===== config.mk =====
export PLATFORM = sky130hd
export DESIGN_NAME = mstam_queue
export DESIGN_NICKNAME = d
export VERILOG_FILES = /design/src/assert_macros.svh /design/src/mstam_pkg.sv /design/src/mstam_queue.sv
export SDC_FILE = /design/constraint.sdc
export NUM_CORES = 1
export LEC_CHECK = 0
export BUFFER_PORTS_ARGS = -buffer_cell sky130_fd_sc_hd__buf_2
export CAP_MARGIN = 5
export CORE_MARGIN = 4
export CORE_UTILIZATION = 52
export CTS_CLUSTER_DIAMETER = 150
export DETAILED_ROUTE_END_ITERATION = 6
export PLACE_DENSITY = 0.79
export SLEW_MARGIN = 20
export SYNTH_ARGS = -nofsm -noshare
export SYNTH_HDL_FRONTEND = slang
export SYNTH_SLANG_ARGS = --single-unit

===== constraint.sdc =====
create_clock -name clk -period 5.33 [get_ports clk]
set_clock_uncertainty 0.05 [all_clocks]
set_input_delay 0.2665 -clock clk [delete_from_list [all_inputs] [get_ports clk]]
set_output_delay 0.2665 -clock clk [all_outputs]
set_load 0.01 [all_outputs]

===== src/assert_macros.svh =====
// Assertion helpers for the RTL. They compile to nothing under synthesis.
`ifndef ASSERT_MACROS_SVH
`define ASSERT_MACROS_SVH
`ifndef SYNTHESIS
`define MSTAM_ASSERT(label, clk, rst_n, prop) \
  label: assert property (@(posedge clk) disable iff (!rst_n) prop) \
    else $error("%m: assertion failed");
`define MSTAM_ASSERT_ALWAYS(label, clk, prop) \
  label: assert property (@(posedge clk) prop) else $error("%m: assertion failed");
`else
`define MSTAM_ASSERT(label, clk, rst_n, prop)
`define MSTAM_ASSERT_ALWAYS(label, clk, prop)
`endif
`endif


===== src/mstam_pkg.sv =====
`default_nettype none
package mstam_pkg;

  localparam int LOG2_LEAVES = 10;
  localparam int LEAVES      = 1 << LOG2_LEAVES;
  localparam int NODES       = 2 * LEAVES;
  localparam int NODE_W      = LOG2_LEAVES + 1;
  localparam int BOUND_W     = LOG2_LEAVES + 2;
  localparam int POS_W       = 10;
  localparam int VAL_W       = 32;
  localparam int OP_W        = 2;
  localparam int END_W       = 11;
  localparam int QUEUE_DEPTH = 2;
  localparam int QPTR_W      = $clog2(QUEUE_DEPTH);
  localparam int QCNT_W      = $clog2(QUEUE_DEPTH + 1);

  localparam logic [OP_W-1:0] OP_WRITE = 2'd0;
  localparam logic [OP_W-1:0] OP_QUERY = 2'd1;
  localparam logic [OP_W-1:0] OP_READ  = 2'd2;

  localparam logic signed [VAL_W-1:0] VAL_MAX = {1'b0, {(VAL_W - 1){1'b1}}};

  typedef struct packed {
    logic signed [VAL_W-1:0] value;
    logic [POS_W-1:0]        pos;
  } node_t;

  typedef struct packed {
    logic [OP_W-1:0]         op;
    logic [POS_W-1:0]        pos;
    logic signed [VAL_W-1:0] value;
    logic [BOUND_W-1:0]      lo;
    logic [BOUND_W-1:0]      hi;
    logic                    pos_ok;
    logic                    empty;
  } cmd_t;

  typedef struct packed {
    logic init;
    logic idle;
    logic take;
  } back_stat_t;

  // Smaller value wins; equal values go to the higher leaf position.
  function automatic logic wins(node_t a, node_t b);
    if (a.value != b.value) begin
      return a.value < b.value;
    end
    return a.pos > b.pos;
  endfunction

  // Highest leaf position below a node: extend the index with ones down to leaf level.
  function automatic logic [POS_W-1:0] reset_pos(logic [NODE_W-1:0] idx);
    logic [NODE_W-1:0] msb;
    logic [NODE_W-1:0] shift;
    logic [NODE_W-1:0] fill;
    logic [NODE_W-1:0] ext;
    msb = '0;
    for (int j = 0; j < NODE_W; j++) begin
      if (idx[j]) begin
        msb = NODE_W'(j);
      end
    end
    shift = NODE_W'(LOG2_LEAVES) - msb;
    fill  = (NODE_W'(1) << shift) - NODE_W'(1);
    ext   = (idx << shift) | fill;
    return POS_W'(ext[LOG2_LEAVES-1:0]);
  endfunction

endpackage
`default_nettype wire


===== src/mstam_queue.sv =====
`default_nettype none
module mstam_queue (
  input  wire logic            clk,
  input  wire logic            rst_n,
  input  wire logic            wr_en,
  input  wire mstam_pkg::cmd_t wr_data,
  output logic                 q_full,
  input  wire logic            rd_en,
  output mstam_pkg::cmd_t      rd_data,
  output logic                 q_valid
);
  import mstam_pkg::*;

  cmd_t              slots_r [QUEUE_DEPTH];
  logic [QPTR_W-1:0] wp_r;
  logic [QPTR_W-1:0] rp_r;
  logic [QCNT_W-1:0] cnt_r;
  logic [QPTR_W-1:0] wp_nxt;
  logic [QPTR_W-1:0] rp_nxt;
  logic [QCNT_W-1:0] cnt_nxt;
  logic              do_wr;
  logic              do_rd;

  assign q_full  = cnt_r == QCNT_W'(QUEUE_DEPTH);
  assign q_valid = cnt_r != '0;
  assign rd_data = slots_r[rp_r];
  assign do_wr   = wr_en && !q_full;
  assign do_rd   = rd_en && q_valid;

  always_comb begin
    wp_nxt  = wp_r;
    rp_nxt  = rp_r;
    cnt_nxt = cnt_r;
    if (do_wr) begin
      wp_nxt = (wp_r == QPTR_W'(QUEUE_DEPTH - 1)) ? '0 : wp_r + QPTR_W'(1);
    end
    if (do_rd) begin
      rp_nxt = (rp_r == QPTR_W'(QUEUE_DEPTH - 1)) ? '0 : rp_r + QPTR_W'(1);
    end
    if (do_wr && !do_rd) begin
      cnt_nxt = cnt_r + QCNT_W'(1);
    end else if (do_rd && !do_wr) begin
      cnt_nxt = cnt_r - QCNT_W'(1);
    end
  end

  always_ff @(posedge clk) begin
    if (!rst_n) begin
      wp_r  <= '0;
      rp_r  <= '0;
      cnt_r <= '0;
    end else begin
      wp_r  <= wp_nxt;
      rp_r  <= rp_nxt;
      cnt_r <= cnt_nxt;
    end
  end

  always_ff @(posedge clk) begin
    if (do_wr) begin
      slots_r[wp_r] <= wr_data;
    end
  end

endmodule
`default_nettype wire


==> key figures <==
Setup path
  • Crit-path slowest cell: nor3_4
  • Reg-to-reg startpoint: cnt_r[0]
  • Reg2Reg Setup Slack: 2730 ps
  • CP endpoint kind: register
  • Worst R2R End: slots_r[0][37]
  • Worst Reg2Reg Path Length in Cells: 4
  • Critical path launch point type: register
  • Data required time of the worst path: 5420 ps
  • WP data arrival: 2690 ps
  • Worst path max stage delay: 770 ps
  • CP cell instances: nand2b_1, inv_2, nor3_4, buf_4
  • Crit Path Class: reg2reg
  • Crit path max fanout: 50

Placed design
  • Placed insts: 514
  • GPL Wtd Cong: 0.720
  • Port bufs: 145
  • Post-DP HPWL: 5.94 mm

Timing
  • Setup TNS: 0 ps
  • Final period utilization: 0.488
  • Fin Hold WS: 128 ps
  • Max-Slew Margin vs Limit: 0.330
  • # setup viols final: 0
  • Final Critical Period: 2600 ps
  • Measured slew at the worst slew-check pin: 1000 ps
  • RSZ-0062 raised after global routing: no
  • Pins Over Slew Limit: 0
  • Fmax: 385 MHz
  • Final hold violations: 0

Routing
  • Drt total wl: 10.6 mm
  • Via count: 3020
  • Post-DR wirelength/cell: 17.2 um
  • 1st-pass router iterations: 4
  • # DRC: 0
  • Via density: 4.89
  • Antenna Violating Nets Remaining: 0
  • Initial DRC count: 135

Yosys
  • Netlist Area Pre-Place: 0.00527 mm2
  • Unique masters post-synth: 21
  • Yosys warns: 0
  • Mapped Nets: 318
  • Register bit count reported by yosys: 145
  • Gate Count Post-Synth: 243
  • Sequential fraction of the synthesis area: 0.817
  • Synthesized area per cell: 21.7 um2

Worst hold path
  • Hold depth: 3
  • Worst Hold Launch: wr_en
  • Worst Hold End: wp_r
  • Hold WC Path Type: in2reg

Clock tree
  • Worst skew pair latency: 510 ps
  • Post-CTS Setup Inserts: 0
  • Root Buffer Master: clkbuf_8
  • Max H-tree Level: 4
  • Inserted Clock Buffers: 17
  • CTS tree: done
  • Clock Path Buffers: 2
  • Worst-path clk slew: 60 ps
  • Clock sink total: 145

Power
  • PwrDens: 459 mW/mm2
  • Leakage: 2.82 nW
  • Peak supply drop: 0.000285 V

Finish
  • Area of the multi-input gates: 928 um2
  • Non-filler instance count after layout: 618
  • Fillcell total: 570
  • Syn-to-layout area delta: 41.1%
  • Nets@finish: 546
  • Fraction of layout cells with a size suffix above 1: 0.519
  • FF+latch area: 0.00431 mm2

Floorplan
  • # IOs: 146
  • Height of the die: 109 um
  • # rows: 36
  • Starting density of the core: 0.537
  • Area of the die: 0.0118 mm2
  • Placeable core area: 0.00982 mm2
  • Die Wd: 109 um

Status
  • Status: finished, final reports clean

GRT
  • Pin count of the biggest net entering global routing: 71
  • Gr usage total: 0.187
  • GR Overflow Total: 0
  • First-pass GRT wire length: 16.3 mm
  • Initial antenna violation count: 1
  • Vias in the first global route: 3280

Flow run
  • MaxCap Viol Count: 0
## worst max-delay path by stage
stage,from,end,slack [ps]
after floorplan,cnt_r[0],slots_r[0][0],1480
after detailed placement,cnt_r[0],slots_r[0][34],2730
after global routing,cnt_r[0],slots_r[0][31],2540
after CTS,cnt_r[0],slots_r[0][37],2690
after global placement,cnt_r[0],slots_r[0][31],2780
final,cnt_r[0],slots_r[0][37],2730
## stage by stage
stage                     utilization  setup slack [ps]  area (um2)  total power [mW]
final                           0.757              2730        7430              3.41
after global routing            0.757              2540        7430              3.57
after CTS                       0.757              2690        7430              3.44
after detailed placement        0.626              2730        6140              2.27
after global placement          0.626              2780        6140              2.25
after floorplan                     -              1480        5270              1.99
## logic make-up after synthesis
| logic type | after synthesis | synth area share |
|---|---|---|
| AO/OA/AOI/OAI | 5 | 0.00617 |
| XOR/XNOR | 3 | 0.00499 |
| adder cells (fa/ha/maj) | 1 | 0.00237 |
| buffers and inverters | 10 | 0.00902 |
| flip-flops | 145 | 0.817 |
| multiplexers | 70 | 0.150 |
| AND/OR/NAND/NOR | 9 | 0.0109 |
## repair_timing
item	4_1_cts	5_1_grt
endpoints found under the hold margin	144	0
gates resized for setup	0	0
hold buffers	71	0
## cell type report
cell class	instances	share of cell area
Antenna cell	1	0.000337
Clock buffer	20	0.0599
Clock inverter	12	0.0177
Inverter	2	0.00101
Multi-Input combinational cell	88	0.125
Sequential cell	145	0.580
Tap cell	133	0.0224
Timing Repair Buffer	217	0.194
## cells in the mapped netlist (all sizes together)
master | number | area [um2]
xnor2 | 2 | 17.5
o21a | 1 | 7.51
o21ai | 2 | 10.0
dfxtp | 5 | 100
inv | 2 | 7.50
nor2 | 1 | 3.75
mux2 | 70 | 788
or2 | 1 | 6.26
buf | 8 | 40.0
nor3 | 1 | 10.0
a21boi | 2 | 15.0
nand2b | 1 | 6.26
and3 | 1 | 6.26
ha | 1 | 12.5
edfxtp | 140 | 4200
or3 | 1 | 6.26
and2 | 3 | 18.8
xor2 | 1 | 8.76
## per-layer routing
layer  track usage  vias to the layer above  share of wire
li1              -                     1422              -
met1         0.199                     1484           0.37
met4        0.0766                        0          0.019
met2         0.339                       96           0.55
met3        0.0628                       18          0.053
met5             0                        -              0
## report_power, final
part,switching [mW],total (mW),leakage (nW),internal [mW]
clock,0.436,1.13,0.276,0.692
combinational,0.350,0.735,1.19,0.385
sequential,0.114,1.55,1.35,1.44
total,0.900,3.41,2.82,2.51
## cell usage in the layout, fill, tap and decap left out, drive strengths merged
cell / instances
buf: 146
edfxtp: 140
dlygate4sd3: 71
mux2: 70
clkbuf: 20
dfxtp: 5
inv: 5
clkinv: 4
and2: 3
clkinvlp: 3
xnor2: 2
bufinv: 2
o21ai: 2
a21boi: 2
diode: 1
or2: 1
nand2b: 1
nor2: 1
and3: 1
nor3: 1
o21a: 1
xor2: 1
or3: 1
ha: 1
## critical path, delay by kind of cell (launching register included)
kind	cells	cell delay, ps
buf+inv	2	770
flops	1	420
simple gates	2	970
## registers in the layout (all words and copies together), names as in the netlist, named ones only
| register | count |
|---|---|
| slots_r | 140 |
| rp_r | 1 |
| wp_r | 1 |
| cnt_r | 2 |
Note: power is estimated with default switching activity, not from simulation.
