## config.mk

```make
export PLATFORM = sky130hd
export DESIGN_NAME = mstam_front
export DESIGN_NICKNAME = d
export VERILOG_FILES = /design/src/assert_macros.svh /design/src/mstam_pkg.sv /design/src/mstam_front.sv
export SDC_FILE = /design/constraint.sdc
export NUM_CORES = 1
export LEC_CHECK = 0
export CAP_MARGIN = 30
export CORE_AREA = 2 2 49 51
export DETAILED_ROUTE_END_ITERATION = 7
export DIE_AREA = 0 0 51 53
export DONT_BUFFER_PORTS = 1
export RECOVER_POWER = 50
export SYNTH_ARGS = -nofsm -noshare
export SYNTH_HDL_FRONTEND = slang
export SYNTH_SLANG_ARGS = --single-unit
```

## constraint.sdc

```tcl
create_clock -name vclk -period 1.2
set_clock_uncertainty 0.1 [all_clocks]
set_input_delay 0.06 -clock vclk [all_inputs]
set_output_delay 0.06 -clock vclk [all_outputs]
set_load 0.01 [all_outputs]
```

## src/assert_macros.svh

```systemverilog
// Assertion helpers for the RTL. They compile to nothing under synthesis.
`ifndef ASSERT_MACROS_SVH
`define ASSERT_MACROS_SVH
`ifndef SYNTHESIS
`define MSTAM_ASSERT(label, clk, rst_n, prop) \
  label: assert property (@(posedge clk) disable iff (!rst_n) prop) \
    else $error("%m: assertion failed");
`define MSTAM_ASSERT_ALWAYS(label, clk, prop) \
  label: assert property (@(posedge clk) prop) else $error("%m: assertion failed");
`else
`define MSTAM_ASSERT(label, clk, rst_n, prop)
`define MSTAM_ASSERT_ALWAYS(label, clk, prop)
`endif
`endif

```

## src/mstam_pkg.sv

```systemverilog
`default_nettype none
package mstam_pkg;

  localparam int LOG2_LEAVES = 10;
  localparam int LEAVES      = 1 << LOG2_LEAVES;
  localparam int NODES       = 2 * LEAVES;
  localparam int NODE_W      = LOG2_LEAVES + 1;
  localparam int BOUND_W     = LOG2_LEAVES + 2;
  localparam int POS_W       = 10;
  localparam int VAL_W       = 32;
  localparam int OP_W        = 2;
  localparam int END_W       = 11;
  localparam int QUEUE_DEPTH = 2;
  localparam int QPTR_W      = $clog2(QUEUE_DEPTH);
  localparam int QCNT_W      = $clog2(QUEUE_DEPTH + 1);

  localparam logic [OP_W-1:0] OP_WRITE = 2'd0;
  localparam logic [OP_W-1:0] OP_QUERY = 2'd1;
  localparam logic [OP_W-1:0] OP_READ  = 2'd2;

  localparam logic signed [VAL_W-1:0] VAL_MAX = {1'b0, {(VAL_W - 1){1'b1}}};

  typedef struct packed {
    logic signed [VAL_W-1:0] value;
    logic [POS_W-1:0]        pos;
  } node_t;

  typedef struct packed {
    logic [OP_W-1:0]         op;
    logic [POS_W-1:0]        pos;
    logic signed [VAL_W-1:0] value;
    logic [BOUND_W-1:0]      lo;
    logic [BOUND_W-1:0]      hi;
    logic                    pos_ok;
    logic                    empty;
  } cmd_t;

  typedef struct packed {
    logic init;
    logic idle;
    logic take;
  } back_stat_t;

  // Smaller value wins; equal values go to the higher leaf position.
  function automatic logic wins(node_t a, node_t b);
    if (a.value != b.value) begin
      return a.value < b.value;
    end
    return a.pos > b.pos;
  endfunction

  // Highest leaf position below a node: extend the index with ones down to leaf level.
  function automatic logic [POS_W-1:0] reset_pos(logic [NODE_W-1:0] idx);
    logic [NODE_W-1:0] msb;
    logic [NODE_W-1:0] shift;
    logic [NODE_W-1:0] fill;
    logic [NODE_W-1:0] ext;
    msb = '0;
    for (int j = 0; j < NODE_W; j++) begin
      if (idx[j]) begin
        msb = NODE_W'(j);
      end
    end
    shift = NODE_W'(LOG2_LEAVES) - msb;
    fill  = (NODE_W'(1) << shift) - NODE_W'(1);
    ext   = (idx << shift) | fill;
    return POS_W'(ext[LOG2_LEAVES-1:0]);
  endfunction

endpackage
`default_nettype wire

```

## src/mstam_front.sv

```systemverilog
`default_nettype none
module mstam_front (
  input  wire logic [mstam_pkg::OP_W-1:0]         operation,
  input  wire logic [mstam_pkg::POS_W-1:0]        position,
  input  wire logic signed [mstam_pkg::VAL_W-1:0] value,
  input  wire logic [mstam_pkg::END_W-1:0]        range_end,
  output mstam_pkg::cmd_t                         cmd
);
  import mstam_pkg::*;

  logic [BOUND_W-1:0] pos_ext;
  logic [BOUND_W-1:0] end_ext;
  logic [BOUND_W-1:0] end_clamp;

  always_comb begin
    pos_ext   = BOUND_W'(position);
    end_ext   = BOUND_W'(range_end);
    end_clamp = (end_ext > BOUND_W'(LEAVES)) ? BOUND_W'(LEAVES) : end_ext;

    cmd.op     = (operation == OP_WRITE || operation == OP_QUERY) ? operation : OP_READ;
    cmd.pos    = position;
    cmd.value  = value;
    cmd.lo     = pos_ext + BOUND_W'(LEAVES);
    cmd.hi     = end_clamp + BOUND_W'(LEAVES);
    cmd.pos_ok = pos_ext < BOUND_W'(LEAVES);
    cmd.empty  = pos_ext >= end_clamp;
  end

endmodule
`default_nettype wire

```

==> impl_metrics.tcl, run 1 <==
set metrics [dict create \
    status "finished, final reports clean" \
    finalPower_w 0.0002138 \
    die_w_um 51 \
    synth_top_area_share_pct 51.16 \
    cts_setup_buffers 0 \
    wl_mm 1.248 \
    final_layout_size_suffix_gt1_share_pct 71.88 \
    seq_area_frac_synth_pct 0 \
    initial_core_util_pct 37.57 \
    grt_usage_pct 7.587 \
    p_sw_w 0.0001043 \
    rows 17 \
    clkbuf_count 0 \
    die_h_um 53 \
    intPower_w 0.0001096 \
    drtPass1Iterations 2 \
    synth_most_common_cell "buf_4" \
    portBuffers 0 \
    seq_cells 0 \
    routed-via-count 419 \
    die_area_um2 2703 \
    drv_cap 0 \
    syn_area_per_cell_um2 7.542 \
    syn_area_um2 807.0 \
    leakagePower_nw 0.3244 \
    hold_class "in -> out" \
    critPathKind "in -> out" \
    hold_viol 0 \
    rsz0062_at_grt "false" \
    p_sw_share_pct 48.76 \
    critPathMaxFanout 4 \
    grt_max_degree 8 \
    worst-path-buf-inv 2 \
    register_area_um2 0 \
    setup_ws_ns 0.07230 \
    p_seq_share_pct 0 \
    drv_slew 0 \
    place_ws_ns -0.05510 \
    drc_errors 0 \
    min_to "cmd[41]" \
    synthCells 107 \
    via_per_inst 4.554 \
    worst-endpoint-arrival_ns 0.97 \
    layout.nets 131 \
    max_stage_delay_ns 0.26 \
    insertedDiodeCount 0 \
    place_congestion 0.5791 \
    synth_top_area_cell "buf_4" \
    drtAntennaViolNets 0 \
    cp.depth 8 \
    peakVddDrop_v 0.0001007 \
    crit_path_end_kind "output pin" \
    synth_cell_types 17 \
    antenna_found_initial 0 \
    fp.coreArea_um2 2148 \
    grt_pass1_vias 378 \
    overflow 0 \
    powerDensity_nw_per_um2 346.7 \
    drtIter0Drc 1 \
    cpMaxStageDelayCell "ha_4" \
    synth_area_leaders "buf_4, ha_1, nand2_4" \
    avgRoutedWirePerCell_um 13.57 \
    period_share_pct 93.98 \
    grt_pass1_wl_mm 1.635 \
    fmax_ghz 0.8868 \
    crit_required_ns 1.04 \
    path_cells "inv_6, buf_4, nand2_4, ha_4, a21oi_1, o21ai_1, a21oi_2, o22ai_2" \
    io_pins 125 \
    syn_to_final_growth_pct -23.57 \
    clkPwrFrac_pct 0 \
    place_inst 93 \
    cp-start-kind "primary input" \
    fin_cells 92 \
    fin_crit_ns 1.128 \
    whs_path_depth 0 \
    n_fill_cell 239 \
    yosys_warnings 0 \
    min_from "value[15]" \
    p_comb_share_pct 100.0 \
    synth.top_cells.by_count "buf_4, ha_1, inv_2, nand2_4, a21oi_1" \
    crit_family "compound AO/OA/AOI/OAI gates" \
    setup_viol 0 \
    multi_input_area_um2 414.1 \
]
[cell usage in the layout (no fill, tap or decap)]
cell and count:
nand4_1 1, inv_2 9, nor2_1 1, ha_1 6
o22ai_2 1, o21ai_2 1, a21oi_1 1, inv_1 1
nor2b_4 1, nand2_4 9, buf_4 12, a21oi_2 4
nand2_2 1, ha_4 4, nor2b_2 1, buf_12 1
nand2_1 2, conb_1 3, inv_6 1, o21ai_1 1
a21o_1 1, nor2b_1 1, buf_6 1
[metrics by stage]
stage / util [%] / TNS [ns] / area, um2 / hold WS [ns]
final: 28.71 / 0 / 616.8 / 0.02000
after global routing: 28.71 / 0 / 616.8 / 0.02002
after floorplan: - / 0 / 849.6 / 0.05478
after detailed placement: 26.50 / -0.05510 / 569.3 / 0.02007
after global placement: 26.50 / -0.03579 / 569.3 / 0.02007
after CTS: 27.43 / 0 / 589.3 / 0.02007
[cell families (layout without fill, tap and decap cells)]
logic type | after synthesis | count (layout) | synth area share, %
adder cells (fa/ha/maj) | 10 | 10 | 15.50
buffers and inverters | 69 | 25 | 59.07
AO/OA/AOI/OAI | 9 | 9 | 6.047
other | 2 | 3 | 0.9306
AND/OR/NAND/NOR | 17 | 17 | 18.45
[cell type report]
type	count	area share, %
Tap cell	28	5.680
Timing Repair Buffer	14	19.68
Multi-Input combinational cell	39	67.14
Inverter	11	7.505
[per-layer routing]
metal	share of wire, %	track usage [%]	vias to the layer above
li1	-	-	185
met1	24	6.397	179
met2	55	15.15	43
met3	18	2.825	12
met4	2.5	4.054	0
met5	0	0	-
[worst max path at each step]
stage / startpoint / slack [ns] / end
global route: range_end[10] / 0.01 / cmd[0]
CTS: range_end[10] / 0.005 / cmd[0]
detailed placement: range_end[10] / -0.06 / cmd[0]
finish: range_end[10] / 0.07 / cmd[0]
global placement: range_end[10] / -0.04 / cmd[0]
floorplan: range_end[10] / 0.004 / cmd[0]
[power by group through the flow]
| stage | clock network [W] | logic, W | registers, W |
|---|---|---|---|
| floorplan | 0 | 0.000325 | 0 |
| detailed placement | 0 | 0.000190 | 0 |
| CTS | 0 | 0.000204 | 0 |
| global placement | 0 | 0.000186 | 0 |
| finish | 0 | 0.000214 | 0 |
| global route | 0 | 0.000239 | 0 |
[repair_timing]
action                                  CTS  global route
endpoints found under the setup margin    1             1
pin swaps                                 2             5
endpoints found under the hold margin     0             0
hold buffers                              0             0
cloned                                    0             0
resized for setup                         5             6
No activity file was read; power rests on OpenSTA's default activity.
==> run 2, diff against run 1 <==
- PLACE_DENSITY_LB_ADDON: not set -> 0.12
==> impl_metrics.tcl, run 2 (synthesis gave the netlist of run 1 again) <==
set metrics [dict create \
    fp.coreArea_um2 2148 \
    n_fill_cell 239 \
    hold_class "in -> out" \
    cp-start-kind "primary input" \
    path_cells "clkinv_16, buf_12, nand2_8, ha_4, nand2_2, o21ai_2, a21oi_2, o22ai_2" \
    hold_viol 0 \
    initial_core_util_pct 37.57 \
    hpwlAfterDp_mm 1.266 \
    setup_ws_ns 0.05502 \
    syn_to_final_growth_pct -19.85 \
    period_share_pct 95.42 \
    seq_cells 0 \
    setup_viol 0 \
    register_area_um2 0 \
    drv_cap 0 \
    grt_pass1_vias 339 \
    multi_input_area_um2 422.9 \
    antenna_found_initial 0 \
    peakVddDrop_v 0.0001188 \
    crit_family "compound AO/OA/AOI/OAI gates" \
    drtAntennaViolNets 0 \
    die_w_um 51 \
    drtIter0Drc 0 \
    grt_usage_pct 8.303 \
    drtPass1Iterations 1 \
    max_stage_delay_ns 0.27 \
    fin_crit_ns 1.145 \
    worst-path-buf-inv 2 \
    status "finished, final reports clean" \
    whs_ns 0.02000 \
    min_from "value[30]" \
    crit_path_end_kind "output pin" \
    overflow 0 \
    final_common_cell "buf_4" \
    min_to "cmd[56]" \
    drv_slew 0 \
    routed-via-count 414 \
    die_h_um 53 \
    layout.nets 131 \
    insertedDiodeCount 0 \
    leakagePower_nw 0.3311 \
    final_layout_size_suffix_gt1_share_pct 76.56 \
    die_area_um2 2703 \
    drc_errors 0 \
    wl_mm 1.362 \
    place_inst 91 \
    mostFrequentLayoutCells "buf_4, inv_2, nand2_4, ha_1, a21oi_2" \
    place_congestion 0.6310 \
    fmax_ghz 0.8734 \
    powerDensity_nw_per_um2 353.1 \
    final.setup.tns_ns 0 \
    fin_cells 92 \
    via_per_inst 4.500 \
    place_ws_ns -0.09662 \
    whs_path_depth 0 \
    critPathKind "in -> out" \
    ctsHoldBuffers 0 \
    worst-endpoint-arrival_ns 0.98 \
    portBuffers 0 \
    grt_max_degree 9 \
    crit_required_ns 1.04 \
    cpMaxStageDelayCell "ha_4" \
    rsz0062_at_grt "true" \
    io_pins 125 \
    clkbuf_count 0 \
    grt_pass1_wl_mm 1.766 \
    avgRoutedWirePerCell_um 14.80 \
    rows 17 \
    critPathMaxFanout 8 \
]
[run 2: cell count changes in the layout (fill, tap and decap cells not counted), sizes merged]
| cell | change |
|---|---|
| clkinv | +1 |
| inv | -1 |
[run 2: layout make-up]
cell class	count	area share [%]
timing repair buffer	14	18.76
inverter	11	10.44
multi-input combinational	39	65.38
tap	28	5.416
[run 2: timing repair]
| action | 4_1_cts | 5_1_grt |
|---|---|---|
| buffers inserted | 0 | 1 |
| gates resized for setup | 5 | 14 |
| endpoints found under the setup margin | 1 | 1 |
| pin swaps | 2 | 8 |
| endpoints found under the hold margin | 0 | 0 |
[run 2: worst max path at each step]
stage                  start  endpoint  slack, ns  cells past startpoint
3_3_place_gp   range_end[10]    cmd[0]      -0.08                      8
4_1_cts        range_end[10]    cmd[0]      0.006                      8
3_5_place_dp   range_end[10]    cmd[0]       -0.1                      8
2_1_floorplan  range_end[10]    cmd[0]      0.004                      8
5_1_grt        range_end[10]    cmd[0]      -0.02                      8
6_report       range_end[10]    cmd[0]       0.06                      8
[run 2: routing by layer]
metal | GRT usage [%] | routed length [um] | vias up
met4 | 1.351 | 14 | 0
met1 | 8.081 | 378 | 174
met3 | 2.542 | 234 | 6
met5 | 0 | 0 | -
li1 | - | - | 185
met2 | 17.10 | 734 | 49
[run 2: per-stage QoR]
stage	util, %	total power, W	area (um2)
6_report	30.11	0.0002284	646.9
5_1_grt	30.11	0.0002556	646.9
4_1_cts	27.08	0.0002041	581.8
3_5_place_dp	25.80	0.0001880	554.3
3_3_place_gp	25.80	0.0001885	554.3
2_1_floorplan	-	0.0003251	849.6
[run 2: where the power goes]
part	switching, W	total, W	leakage (nW)	internal [W]
logic	0.000110	0.000228	0.331	0.000118
clock network	0	0	0	0
registers	0	0	0	0
==> run 3, diff against run 2 <==
- SETUP_SLACK_MARGIN: not set -> 0.5
==> impl_metrics.tcl, run 3 (synthesis gave the netlist of run 1 again) <==
set metrics [dict create \
    peakVddDrop_v 0.00008455 \
    hold_class "in -> out" \
    max_stage_delay_ns 0.20 \
    critPathMaxFanout 5 \
    grt_pass1_wl_mm 1.842 \
    powerDensity_nw_per_um2 344.2 \
    insertedDiodeCount 0 \
    final_common_cell "inv_2" \
    place_congestion 0.5773 \
    finalPower_w 0.0002231 \
    grt_pass1_vias 352 \
    hpwlAfterDp_mm 1.277 \
    register_area_um2 0 \
    grt_usage_pct 9.200 \
    rows 17 \
    post-route-util_pct 30.17 \
    antenna_found_initial 0 \
    rsz0062_at_grt "true" \
    hold_viol 0 \
    die_w_um 51 \
    routed-via-count 393 \
    seq_cells 0 \
    die_area_um2 2703 \
    initial_core_util_pct 37.57 \
    layout.nets 121 \
    wl_mm 1.465 \
    crit_required_ns 1.04 \
    worst-endpoint-arrival_ns 0.87 \
    avgRoutedWirePerCell_um 17.87 \
    setup_viol 0 \
    path_cells "clkinv_16, nand2_4, ha_4, a21oi_1, o21ai_2, a21oi_2, o22ai_2" \
    clkbuf_count 0 \
    drtPass1Iterations 2 \
    portBuffers 0 \
    leakagePower_nw 0.2928 \
    place_inst 80 \
    via_per_inst 4.793 \
    period_share_pct 85.83 \
    drtAntennaViolNets 0 \
    final_layout_size_suffix_gt1_share_pct 77.78 \
    syn_to_final_growth_pct -19.69 \
    fp.coreArea_um2 2148 \
    fin_cells 82 \
    fin_area_um2 648.1 \
    crit_path_end_kind "output pin" \
    mostFrequentLayoutCells "inv_2, nand2_4, ha_4" \
    fmax_ghz 0.9709 \
    worst-path-buf-inv 1 \
    overflow 0 \
    drv_cap 0 \
    drv_slew 0 \
    fin_crit_ns 1.030 \
    drtIter0Drc 2 \
    io_pins 125 \
    crit_family "compound AO/OA/AOI/OAI gates" \
    final.setup.tns_ns 0 \
    status "finished, final reports clean" \
    die_h_um 53 \
    critPathKind "in -> out" \
    place_area_um2 495.5 \
    cp-start-kind "primary input" \
    ctsHoldBuffers 0 \
    grt_max_degree 6 \
    drc_errors 0 \
    cpMaxStageDelayCell "ha_4" \
]
## run 3: changes by cell type in the layout (fill, tap and decap cells not counted)
cell / before / now
a21oi_1: 0 / 1
nor2b_2: 1 / 0
buf_6: 1 / 0
nor2b_4: 1 / 2
nand2_8: 1 / 2
ha_1: 7 / 3
a21oi_2: 5 / 3
a21oi_4: 0 / 1
ha_4: 3 / 7
inv_16: 0 / 1
buf_4: 12 / 2
nand2_4: 8 / 7
## run 3: timing repair
action / CTS / global route
pin swaps: 6 / 6
setup endpoints to repair: 1 / 1
gates cloned: 1 / 0
gates resized for setup: 11 / 8
setup buffers: 1 / 0
## run 3: worst paths after layout
path | depth (start not counted) | slack, ns | start | endpoint
min | 0 | 0.02 | value[26] | cmd[52]
max | 7 | 0.17 | range_end[10] | cmd[0]
## run 3: area by class of cell
class                      count  area, um2
fill                         236       1500
multi-input combinational     39      490.5
inverter                      11      67.56
timing repair buffer           3      35.03
tap                           28      35.03
timing repair inverter         1      20.02
## run 3: layer usage
metal  GRT usage (%)  routed length, um
met5               0                  0
met4           3.153                 38
met3           4.520                258
met2           19.70                865
met1           6.734                302
## run 3: stage by stage
stage / worst slack [ns] / hold slack (ns)
after floorplan: 0.06807 / 0.05478
after global placement: 0.01564 / 0.02007
after detailed placement: 0.01850 / 0.02007
after CTS: 0.1827 / 0.02007
after global routing: 0.1060 / 0.02002
final: 0.1700 / 0.02000
## run 3: power by group
group | internal, W | leakage, nW | switching [W]
clock network | 0 | 0 | 0
registers | 0 | 0 | 0
logic | 0.000110 | 0.293 | 0.000113
total | 0.000110 | 0.293 | 0.000113
